--- config.mk ---
export PLATFORM = sky130hd
export DESIGN_NAME = bps_match
export DESIGN_NICKNAME = d
export VERILOG_FILES = /design/src/bps_pkg.sv /design/src/bps_match.sv
export SDC_FILE = /design/constraint.sdc
export NUM_CORES = 1
export LEC_CHECK = 0
export ABC_AREA = 1
export BUFFER_PORTS_ARGS = -buffer_cell sky130_fd_sc_hd__buf_2
export CAP_MARGIN = 15
export CORE_AREA = 2 2 155 157
export DETAILED_ROUTE_END_ITERATION = 8
export DIE_AREA = 0 0 157 159
export PLACE_DENSITY_LB_ADDON = 0.25
export SYNTH_ARGS = -nofsm -noshare
export SYNTH_HDL_FRONTEND = slang
export SYNTH_SLANG_ARGS = --single-unit
--- constraint.sdc ---
create_clock -name vclk -period 8.5
set_input_delay 1.275 -clock vclk [all_inputs]
set_output_delay 1.275 -clock vclk [all_outputs]
set_load 0.005 [all_outputs]
--- src/bps_pkg.sv ---
// Shared constants, types and helpers of the byte pattern search block.
package bps_pkg;

   // Default sizing
   localparam int BPS_MAX_PATTERN   = 8;
   localparam int BPS_POSITION_BITS = 32;

   // Fixed field widths
   localparam int BYTE_BITS      = 8;
   localparam int PATTERN_BYTES  = 8;
   localparam int PATTERN_BITS   = PATTERN_BYTES * BYTE_BITS;
   localparam int LENGTH_BITS    = 4;
   localparam int OFFSET_BITS    = 32;
   localparam int CSR_INDEX_BITS = 3;
   localparam int CSR_DATA_BITS  = 64;

   // Register indexes on the configuration channel
   localparam logic [CSR_INDEX_BITS-1:0] CSR_PATTERN_BYTES   = 3'd0;
   localparam logic [CSR_INDEX_BITS-1:0] CSR_PATTERN_LENGTH  = 3'd1;
   localparam logic [CSR_INDEX_BITS-1:0] CSR_TEXT_MODE       = 3'd2;
   localparam logic [CSR_INDEX_BITS-1:0] CSR_CASE_SENSITIVE  = 3'd3;
   localparam logic [CSR_INDEX_BITS-1:0] CSR_REVERSE_PATTERN = 3'd4;
   localparam logic [CSR_INDEX_BITS-1:0] CSR_START_OFFSET    = 3'd5;

   // Result codes
   localparam logic OUTCOME_FOUND     = 1'b0;
   localparam logic OUTCOME_NOT_FOUND = 1'b1;

   // Case folding of ASCII letters
   localparam logic [BYTE_BITS-1:0] UPPER_A   = 8'd65;
   localparam logic [BYTE_BITS-1:0] UPPER_Z   = 8'd90;
   localparam logic [BYTE_BITS-1:0] CASE_STEP = 8'd32;

   // Configuration register set
   typedef struct packed {
      logic [PATTERN_BITS-1:0] pattern_bytes;
      logic [LENGTH_BITS-1:0]  pattern_length;
      logic                    text_mode;
      logic                    case_sensitive;
      logic                    reverse_pattern;
      logic [OFFSET_BITS-1:0]  start_offset;
   } csr_regs_type;

   // Fold an upper-case letter to lower case when folding is on
   function automatic logic [BYTE_BITS-1:0] fold_byte(input logic [BYTE_BITS-1:0] b,
                                                      input logic fold_en);
      if (fold_en && (b >= UPPER_A) && (b <= UPPER_Z)) begin
         return b + CASE_STEP;
      end
      return b;
   endfunction

endpackage

--- src/bps_match.sv ---
// Match evaluator: combines cell compares per start distance and picks the lowest start.
module bps_match
   import bps_pkg::*;
#(
   parameter int MAX_PATTERN   = BPS_MAX_PATTERN,
   parameter int POSITION_BITS = BPS_POSITION_BITS,
   localparam int WinDepth     = 2 * MAX_PATTERN - 1,
   localparam int DistBits     = (WinDepth > 1) ? $clog2(WinDepth) : 1
) (
   input  logic [WinDepth-1:0][MAX_PATTERN-1:0] eq_narrow,
   input  logic [WinDepth-1:0][MAX_PATTERN-1:0] eq_wide,
   input  logic [WinDepth-1:0]                  is_zero,
   input  csr_regs_type                         cfg,
   input  logic [LENGTH_BITS-1:0]               len_eff,
   input  logic [POSITION_BITS-1:0]             position,
   input  logic                                 search_done,
   input  logic                                 last_byte,
   output logic                                 found,
   output logic [DistBits-1:0]                  hit_lag
);

   localparam int WideBits = ((POSITION_BITS > OFFSET_BITS) ? POSITION_BITS : OFFSET_BITS) + 1;

   logic [WideBits-1:0]   pos_minus_off;
   logic                  before_offset;
   logic [LENGTH_BITS:0]  main_dist;
   logic                  search_en;
   logic [WinDepth-1:0]   narrow_ok;
   logic [WinDepth-1:0]   wide_ok;
   logic [WinDepth-1:0]   start_ok;

   // Distance of the candidate that the newest byte completes
   assign main_dist = cfg.text_mode ? (({1'b0, len_eff} << 1) - 5'd2)
                                    : ({1'b0, len_eff} - 5'd1);
   assign search_en = !search_done && (len_eff != '0);

   // Start at position-d is legal when position >= d and position-d >= start_offset
   assign pos_minus_off = WideBits'(position) - WideBits'(cfg.start_offset);
   assign before_offset = pos_minus_off[WideBits-1];

   always_comb begin
      for (int d = 0; d < WinDepth; d++) begin
         start_ok[d] = (position >= POSITION_BITS'(d)) && !before_offset &&
                       (pos_minus_off[WideBits-2:0] >= (WideBits-1)'(d));
      end
   end

   // Narrow match: consecutive bytes
   always_comb begin
      for (int d = 0; d < WinDepth; d++) begin
         narrow_ok[d] = ((d + 1) >= int'(len_eff));
         for (int k = 0; k < MAX_PATTERN; k++) begin
            if (k < int'(len_eff)) begin
               if (d >= k) begin
                  narrow_ok[d] = narrow_ok[d] && eq_narrow[d-k][k];
               end else begin
                  narrow_ok[d] = 1'b0;
               end
            end
         end
      end
   end

   // Wide match: characters two bytes apart with a zero byte in between
   always_comb begin
      for (int d = 0; d < WinDepth; d++) begin
         wide_ok[d] = cfg.text_mode && ((d + 2) >= 2 * int'(len_eff)) && eq_wide[d][0];
         for (int k = 1; k < MAX_PATTERN; k++) begin
            if (k < int'(len_eff)) begin
               if (d >= 2 * k) begin
                  wide_ok[d] = wide_ok[d] && eq_wide[d-2*k][k] && is_zero[d-2*k+1];
               end else begin
                  wide_ok[d] = 1'b0;
               end
            end
         end
      end
   end

   // Pick the largest distance that matches: that is the lowest start
   always_comb begin
      found   = 1'b0;
      hit_lag = '0;
      for (int d = 0; d < WinDepth; d++) begin
         if (search_en && start_ok[d] && (narrow_ok[d] || wide_ok[d]) &&
             ((LENGTH_BITS+1)'(d) <= main_dist) &&
             (last_byte || ((LENGTH_BITS+1)'(d) == main_dist))) begin
            found   = 1'b1;
            hit_lag = DistBits'(d);
         end
      end
   end

endmodule

==> out/results.ini <==
[run_status]
status = complete, no violations

[routing]
drcViolationCount = 0
wl_um = 24900
vias = 7370
ant_nets = 0
drt_first_pass_iters = 5
drt_iter0_markers = 490
routedWlPerCell_um = 15.3
drt-vias-per-instance = 4.54

[placement]
dp_hpwl_um = 22200
pre_cts_ws_ns = 2.03
io_buffers = 245
gp_congestion = 0.916

[logic_synthesis]
syn_area_mm2 = 0.00508
yosysUniqueCellTypes = 50
synth_fp_nets = 1502
synth.top_cell.area_share = 0.274
ys_top_cells_by_area = nand2_1, inv_1, nor2_1
synth_area_per_cell_um2 = 4.75
syn_inst = 1069
seq_area_frac_synth = 0
synth_area_leader_cell = nand2_1
ys_warn_count = 0

[floorplanning]
die_w_um = 157
initial_core_util = 0.219
core_mm2 = 0.0232
die-area_mm2 = 0.0250
num_io_pins = 401
die_height_um = 159
row_count = 56

[layout]
drive_above_1_share = 0.222
finish.net_count = 1738
synthToLayoutAreaGrowth_pct = 31.0
n_antenna_cell = 0
n_fill_cell = 2790
multi_input_area_mm2 = 0.00419
register_area_um2 = 0
n_clock_buffer = 0
nFlopsAndLatches = 0

[sta]
period_share = 0.768
slew_headroom = 0.412
worst_pin_slew_ns = 0.882
fin_ws_ns = 1.97
finalSetupViolations = 0
final_hold_viol_count = 0
fin_crit_ns = 6.53
rsz0062_at_grt = no
fmax_mhz = 153
finalMaxSlewViolations = 0
fin_tns_setup_ns = 0

[worst_hold_path]
min_path_type = input pin to output port

[power]
power_density_mw_per_mm2 = 54.2
p_leak_nw = 3.94
vdd_drop_max_v = 0.0000221

[global_route]
grt_max_degree = 27
antenna_found_initial = 1
grt_first_pass_wirelength_um = 37100
grt-ovfl-total = 0
track_usage = 0.188
first_global_vias = 7064

[clocking]
ctsResizeCount = 0
post-cts-setup-buffers = 0
holdBufCountCts = 0

[critical_path]
crit_required_ns = 7.22
cp_max_fo = 15
end_kind = output port
worstSetupPathType = input pin to output port
worstSetupStartpointType = input pin
crit_arrival_ns = 5.25

[flow_run]
cap_viol_max_count = 0

-- worst max-delay path, cell delays in order --
cell     delay, ns
buf_2         0.18
nor2_2        0.60
inv_2         0.32
nand2_1       0.56
nand3_1       0.13
nor4_1        0.60
or3b_1        0.43
o41ai_1       0.13
nand3_1       0.13
a21oi_1       0.14
nand4_1       0.13
nand2_1       0.09
nand2_1       0.05
nand2_1       0.05
nand2_1       0.06
a21oi_2       0.19
buf_2         0.16
-- placed cells by master, fill, tap and decap left out, types with 8 or more instances in the layout --
cell type / count
xor2_1: 8
nand3_1: 45
a21oi_1: 71
o21ai_0: 32
nor3_1: 15
nor2_1: 123
buf_2: 245
inv_2: 13
nor2_2: 9
ha_1: 36
o21ai_1: 10
o22ai_1: 18
nand2_1: 371
nand4_1: 20
inv_1: 199
-- layer usage --
| metal | GRT usage | wire (um) | up-vias |
|---|---|---|---|
| li1 | - | - | 3874 |
| met1 | 0.221 | 10400 | 3190 |
| met2 | 0.361 | 12300 | 267 |
| met3 | 0.0139 | 1350 | 37 |
| met4 | 0.0525 | 741 | 2 |
| met5 | 0 | 16 | - |
-- kinds of logic after synthesis --
| group | synth area share |
|---|---|
| adders and majority gates | 0.0927 |
| AOI/OAI and AO/OA | 0.209 |
| and+or+nand+nor | 0.506 |
| xor gates and xnor gates | 0.0190 |
| buffers and inverters | 0.174 |
-- Yosys cell counts, drive strengths merged --
library cell / instances
nand3: 46
o21ai: 46
clkinv: 7
fa: 1
or2: 3
nand4: 20
clkbuf: 3
a21boi: 2
and3: 1
ha: 36
nand3b: 3
o41ai: 5
o21bai: 3
o22ai: 18
inv: 212
nand2: 377
xnor2: 3
o211ai: 6
xor2: 8
a31oi: 6
o31ai: 2
o221ai: 5
a22oi: 1
nor4: 5
or4: 1
a2111oi: 6
o2111ai: 2
nor2: 135
nor3: 16
buf: 9
a211oi: 2
a41oi: 1
or3b: 1
and2: 5
a21oi: 72
-- per-stage QoR --
| step | area [um^2] | instances | total power [mW] | util | hold WS (ns) |
|---|---|---|---|---|---|
| floorplan | 5080 | 1069 | 0.225 | - | 2.82 |
| global placement | 6650 | 1622 | 0.360 | 0.287 | 3.12 |
| detailed placement | 6650 | 1622 | 0.361 | 0.287 | 3.14 |
| CTS | 6650 | 1622 | 0.362 | 0.287 | 3.15 |
| global route | 6650 | 1622 | 0.409 | 0.287 | 3.21 |
| finish | 6650 | 1622 | 0.361 | 0.287 | 3.15 |
-- power by group --
| part | internal, mW | total (mW) | switching (mW) |
|---|---|---|---|
| logic | 0.134 | 0.361 | 0.227 |
| clock network | 0 | 0 | 0 |
| registers | 0 | 0 | 0 |
-- area by class of cell --
cell class                 instances  share of cell area
tap                              319              0.0600
multi-input combinational        838               0.631
timing repair buffer             246               0.186
inverter                         219               0.124
-- final timing paths --
path,start,end,slack (ns),depth (start not counted)
min,eq_narrow[0],found,3.15,6
max,len_eff[3],hit_lag[0],1.97,17
Power figures use the tool's default switching activity.
