$ cat config.mk
export PLATFORM = sky130hd
export DESIGN_NAME = bps_cell
export DESIGN_NICKNAME = d
export VERILOG_FILES = /design/src/bps_pkg.sv /design/src/bps_cell.sv
export SDC_FILE = /design/constraint.sdc
export NUM_CORES = 1
export LEC_CHECK = 0
export ABC_AREA = 1
export ABC_CLOCK_PERIOD_IN_PS = 1200
export BUFFER_PORTS_ARGS = -buffer_cell sky130_fd_sc_hd__buf_2
export CORE_AREA = 2 2 83 85
export DETAILED_ROUTE_END_ITERATION = 12
export DIE_AREA = 0 0 85 87
export GPL_TIMING_DRIVEN = 0
export PLACE_DENSITY = 0.76
export RECOVER_POWER = 50
export SLEW_MARGIN = 20
export SYNTH_ARGS = -nofsm -noshare
export SYNTH_HDL_FRONTEND = slang
export SYNTH_SLANG_ARGS = --single-unit
export TNS_END_PERCENT = 5
$ cat constraint.sdc
create_clock -name clock -period 1.2 [get_ports clock]
set_clock_uncertainty 0.1 [all_clocks]
set_input_delay 0.06 -clock clock [delete_from_list [all_inputs] [get_ports clock]]
set_output_delay 0.06 -clock clock [all_outputs]
set_load 0.01 [all_outputs]
$ cat src/bps_pkg.sv
// Shared constants, types and helpers of the byte pattern search block.
package bps_pkg;

   // Default sizing
   localparam int BPS_MAX_PATTERN   = 8;
   localparam int BPS_POSITION_BITS = 32;

   // Fixed field widths
   localparam int BYTE_BITS      = 8;
   localparam int PATTERN_BYTES  = 8;
   localparam int PATTERN_BITS   = PATTERN_BYTES * BYTE_BITS;
   localparam int LENGTH_BITS    = 4;
   localparam int OFFSET_BITS    = 32;
   localparam int CSR_INDEX_BITS = 3;
   localparam int CSR_DATA_BITS  = 64;

   // Register indexes on the configuration channel
   localparam logic [CSR_INDEX_BITS-1:0] CSR_PATTERN_BYTES   = 3'd0;
   localparam logic [CSR_INDEX_BITS-1:0] CSR_PATTERN_LENGTH  = 3'd1;
   localparam logic [CSR_INDEX_BITS-1:0] CSR_TEXT_MODE       = 3'd2;
   localparam logic [CSR_INDEX_BITS-1:0] CSR_CASE_SENSITIVE  = 3'd3;
   localparam logic [CSR_INDEX_BITS-1:0] CSR_REVERSE_PATTERN = 3'd4;
   localparam logic [CSR_INDEX_BITS-1:0] CSR_START_OFFSET    = 3'd5;

   // Result codes
   localparam logic OUTCOME_FOUND     = 1'b0;
   localparam logic OUTCOME_NOT_FOUND = 1'b1;

   // Case folding of ASCII letters
   localparam logic [BYTE_BITS-1:0] UPPER_A   = 8'd65;
   localparam logic [BYTE_BITS-1:0] UPPER_Z   = 8'd90;
   localparam logic [BYTE_BITS-1:0] CASE_STEP = 8'd32;

   // Configuration register set
   typedef struct packed {
      logic [PATTERN_BITS-1:0] pattern_bytes;
      logic [LENGTH_BITS-1:0]  pattern_length;
      logic                    text_mode;
      logic                    case_sensitive;
      logic                    reverse_pattern;
      logic [OFFSET_BITS-1:0]  start_offset;
   } csr_regs_type;

   // Fold an upper-case letter to lower case when folding is on
   function automatic logic [BYTE_BITS-1:0] fold_byte(input logic [BYTE_BITS-1:0] b,
                                                      input logic fold_en);
      if (fold_en && (b >= UPPER_A) && (b <= UPPER_Z)) begin
         return b + CASE_STEP;
      end
      return b;
   endfunction

endpackage

$ cat src/bps_cell.sv
// One window cell: holds a buffer byte, passes it on, compares it with the pattern.
module bps_cell
   import bps_pkg::*;
#(
   parameter int MAX_PATTERN = BPS_MAX_PATTERN
) (
   input  logic                                  clock,
   input  logic                                  shift_en,
   input  logic [BYTE_BITS-1:0]                  byte_in,
   output logic [BYTE_BITS-1:0]                  byte_out,
   input  logic                                  fold_en,
   input  logic [MAX_PATTERN-1:0][BYTE_BITS-1:0] narrow_exp,
   input  logic [MAX_PATTERN-1:0][BYTE_BITS-1:0] wide_exp,
   output logic [MAX_PATTERN-1:0]                eq_narrow,
   output logic [MAX_PATTERN-1:0]                eq_wide,
   output logic                                  is_zero
);

   logic [BYTE_BITS-1:0] byte_ff;
   logic [BYTE_BITS-1:0] folded;

   // Advance the byte to the next cell on every accepted transaction
   always_ff @(posedge clock) begin
      if (shift_en) begin
         byte_ff <= byte_in;
      end
   end

   assign byte_out = byte_ff;

   // Compare the byte this cell presents after the shift
   assign folded  = fold_byte(byte_in, fold_en);
   assign is_zero = (byte_in == '0);

   always_comb begin
      for (int k = 0; k < MAX_PATTERN; k++) begin
         eq_narrow[k] = (folded == narrow_exp[k]);
         eq_wide[k]   = (folded == wide_exp[k]);
      end
   end

endmodule

==> key figures <==
Outcome
  – Run status: complete, but fails checks
  – Failing checks: setup timing

Global routing
  – Overflow after GRT: 0
  – Initial antenna violation count: 0
  – Largest net degree at the start of global routing: 11
  – Tot GR Track Use: 21.34%
  – First-pass GRT wire length: roughly 13000 microns
  – Vias in the first global route: just under 3k

Critical path
  – Max incr delay on CP: ~150 ps
  – CP delay by family, top: simple AND/OR/NAND/NOR gates
  – Worst EP required: roughly 1000 ps
  – Cell mode on critical path: nor2_4
  – Crit path buffers/inverters: 3
  – Crit path launch type: input pin
  – Crit. Startpoint: byte_in[3]
  – CP Capture Type: output port
  – Crit Path Class: input pin to output port
  – Worst-path cell chain: buf_8 -> nor2_4 -> nand2_4 -> nor2_8 -> nor2_4 -> buf_6 -> nor2_4 -> nand2_1 -> nand2_1 -> nand3_2 -> nor2_2 -> buf_2
  – Crit path DAT: about 1300 ps
  – Slowest stage cell, crit path: nor2_8
  – CP max FO: 7

Floorplanning
  – Starting density of the core: a little under two fifths
  – Die Area: roughly 0.0074 sq mm
  – I/O Pins: ~160
  – Core footprint: 0.006569 sq mm
  – Die span in x: between 80 and 90 microns
  – Rows: 30
  – Die Y: slightly below 90 microns

Clock network
  – Clk root buf: clkbuf_8
  – Clk slew on worst S/H paths: ~40 ps
  – Clk sinks: 8
  – CTS Buf Count: 3
  – CTS tree: built
  – H-tree levels: 1
  – Buffer levels on the longest clock path: 2

Route
  – WL final: about 8400 microns
  – Post-DRT Antenna Nets: 0
  – Routed vias: ~3.2k
  – Initial drt markers: 70
  – DRC: 0
  – Vias per cell: 4.764
  – WL/cell: ~13 microns
  – DRT Pass-1 Iters: 4

Finish
  – Synth-to-Final Area Change: 55.86%
  – Final Util: between 50% and 60%
  – Ant diodes: 0
  – Share of cells above drive strength 1: between 40% and 50%
  – # nets final: ~720
  – Fill cells: 619
  – Max reg flops: 8

Min path
  – Hold endpoint: byte_out[2]
  – Worst hold path type: input pin to flip-flop
  – Hold Path Cell Cnt: 2
  – Hold_sp: byte_in[2]

Synth
  – Synth Cell Area: 0.002466 sq mm
  – Async set-or-reset flop fraction in the synthesized netlist: 0%
  – Post-synthesis sequential area ratio: about 9.7%
  – Unique masters post-synth: 30
  – Synthesis-stage register bit count: 8
  – Leading area contributor after synthesis: nand2_1
  – Syn Nets: about 550
  – Post-synthesis cell count: around 400
  – Primary FF master, synth: edfxtp_1
  – Largest cells by area after synthesis: nand2_1, xnor2_1, edfxtp_1
  – Synthesized area per cell: roughly 6.1 sq um
  – Number of flops mapped to enable cells by yosys: 8
  – Post-synth top area share: 16.74%
  – Ys Warns: 0

Power
  – Seq pwr share: a little under a fifth
  – Pleak: 0.002070 uW
  – Power density cells: approximately 470 mW/mm^2
  – Pint: roughly 1100 uW
  – Combinational power share: between 60% and 70%
  – Switching share of power: 38.01%
  – Clk network pwr share: 18.1%
  – Power, Total: about 1800 uW
  – Maximum VDD drop: between 500 and 600 uV
  – Switch Pwr: roughly 700 uW

STA
  – Final Max Tran Viols: 0
  – Final hold vios: 0
  – Tmin final: between 1000 and 1500 ps
  – Maximum clock rate: between 600 and 700 MHz
  – Setup violation total in the final timing report: 16
  – Actual slew at the worst max-slew pin: around 520 ps
  – Tcrit/Tclk final: 124.3%
  – Worst relative slew slack: between 60% and 70%
  – Final worst slack: -291.1 ps
  – Setup repair after global routing missed its margin: true

Place
  – Port buffer count: 163
  – Dpl hpwl: 6944 microns
  – RePlAce Congestion: roughly 0.84

Flow run
  – MaxCap Viol Count: 0
how the worst max path moves through the flow:
stage                               to  slack, ps  cells past startpoint
after CTS                 eq_narrow[0]       -320                     12
after global placement    eq_narrow[1]       -560                     10
final                     eq_narrow[0]       -290                     12
after global routing      eq_narrow[1]       -390                     14
after floorplan           eq_narrow[1]       -120                     13
after detailed placement  eq_narrow[1]       -610                     10
layout by cell type (no fill, tap or decap), types with 5 or more instances in the layout:
master / Yosys / layout
nand3b_1: 7 / 7
buf_12: 0 / 6
nor2_4: 3 / 6
nand4_1: 12 / 12
nand3_1: 32 / 23
dlygate4sd3_1: 0 / 7
o2111ai_1: 6 / 6
nand2_1: 110 / 103
nor2_1: 34 / 19
nand2_2: 3 / 6
inv_1: 49 / 49
edfxtp_1: 8 / 8
xnor2_1: 36 / 36
nor2_2: 1 / 13
or2_2: 17 / 17
nand2_4: 4 / 7
xor2_1: 26 / 26
buf_4: 2 / 5
a21oi_1: 9 / 7
nand3_2: 4 / 13
buf_2: 7 / 157
buf_6: 5 / 8
nor3_1: 10 / 8
power by group through the flow:
stage / sequential [uW] / clock [uW] / combinational, uW
after floorplan: 356 / 0 / 596
after global placement: 342 / 0 / 987
after detailed placement: 343 / 0 / 1020
after CTS: 339 / 325 / 1100
after global routing: 339 / 347 / 1250
final: 338 / 327 / 1140
synthesized netlist by cell type, types with 2 or more instances:
cell type  count
or2_2         17
xor2_1        26
nor2_4         3
nand2_4        4
nand3_1       32
buf_2          7
nand4_1       12
clkinv_1       4
xor2_2         3
nand3b_1       7
nor3_1        10
a21oi_1        9
o2111ai_1      6
clkbuf_1       5
nand3_2        4
edfxtp_1       8
xnor2_1       36
nor2_1        34
buf_4          2
buf_6          5
inv_1         49
inv_2          4
nand2_1      110
nand2_2        3
kinds of logic after synthesis:
kind of cell / after synthesis / synth area share [%]
buffers and inverters: 78 / 14.56
and+or+nand+nor: 238 / 46.58
AOI/OAI and AO/OA: 16 / 4.617
adders and majority gates: 1 / 0.5073
xor gates and xnor gates: 65 / 24.00
DFF: 8 / 9.741
metrics by stage:
stage | setup WS (ps) | hold WS [ps] | instances | TNS [ps] | instance area [sq um]
floorplan | -123.7 | 58.87 | 406 | -1829 | 2521
global placement | -558.3 | 166.4 | 649 | -7666 | 3437
detailed placement | -611.3 | 170.7 | 649 | -8112 | 3437
CTS | -323.0 | -23.01 | 659 | -4710 | 3727
global route | -393.3 | 109.9 | 662 | -5863 | 3844
finish | -291.1 | 105.5 | 662 | -4269 | 3844
per-layer routing:
layer / part of all wire, % / track usage [%] / vias to the layer above / wire, microns
li1: - / - / 1612 / -
met1: 42 / 26.58 / 1426 / 3549
met2: 52 / 40.55 / 112 / 4372
met3: 5.0 / 1.991 / 4 / 420
met4: 0.61 / 2.886 / 0 / 51
met5: 0 / 0 / - / 0
cell type report:
| class | count | area [sq um] | area share (%) |
|---|---|---|---|
| buffer | 16 | 125.1 | 3.255 |
| clock buffer | 3 | 41.29 | 1.074 |
| inverter | 58 | 230.2 | 5.990 |
| multi-input combinational | 320 | 2028 | 52.77 |
| sequential | 8 | 240.2 | 6.250 |
| tap | 80 | 100.1 | 2.604 |
| timing repair buffer | 177 | 1079 | 28.06 |
what timing repair did:
action,CTS,global route
hold buffers,4,3
resized for setup,50,23
pin swaps,32,2
hold endpoints to repair,5,3
endpoints found under the setup margin,17,16
cloned,1,0
buffers inserted,6,0
Power figures use the tool's default switching activity.
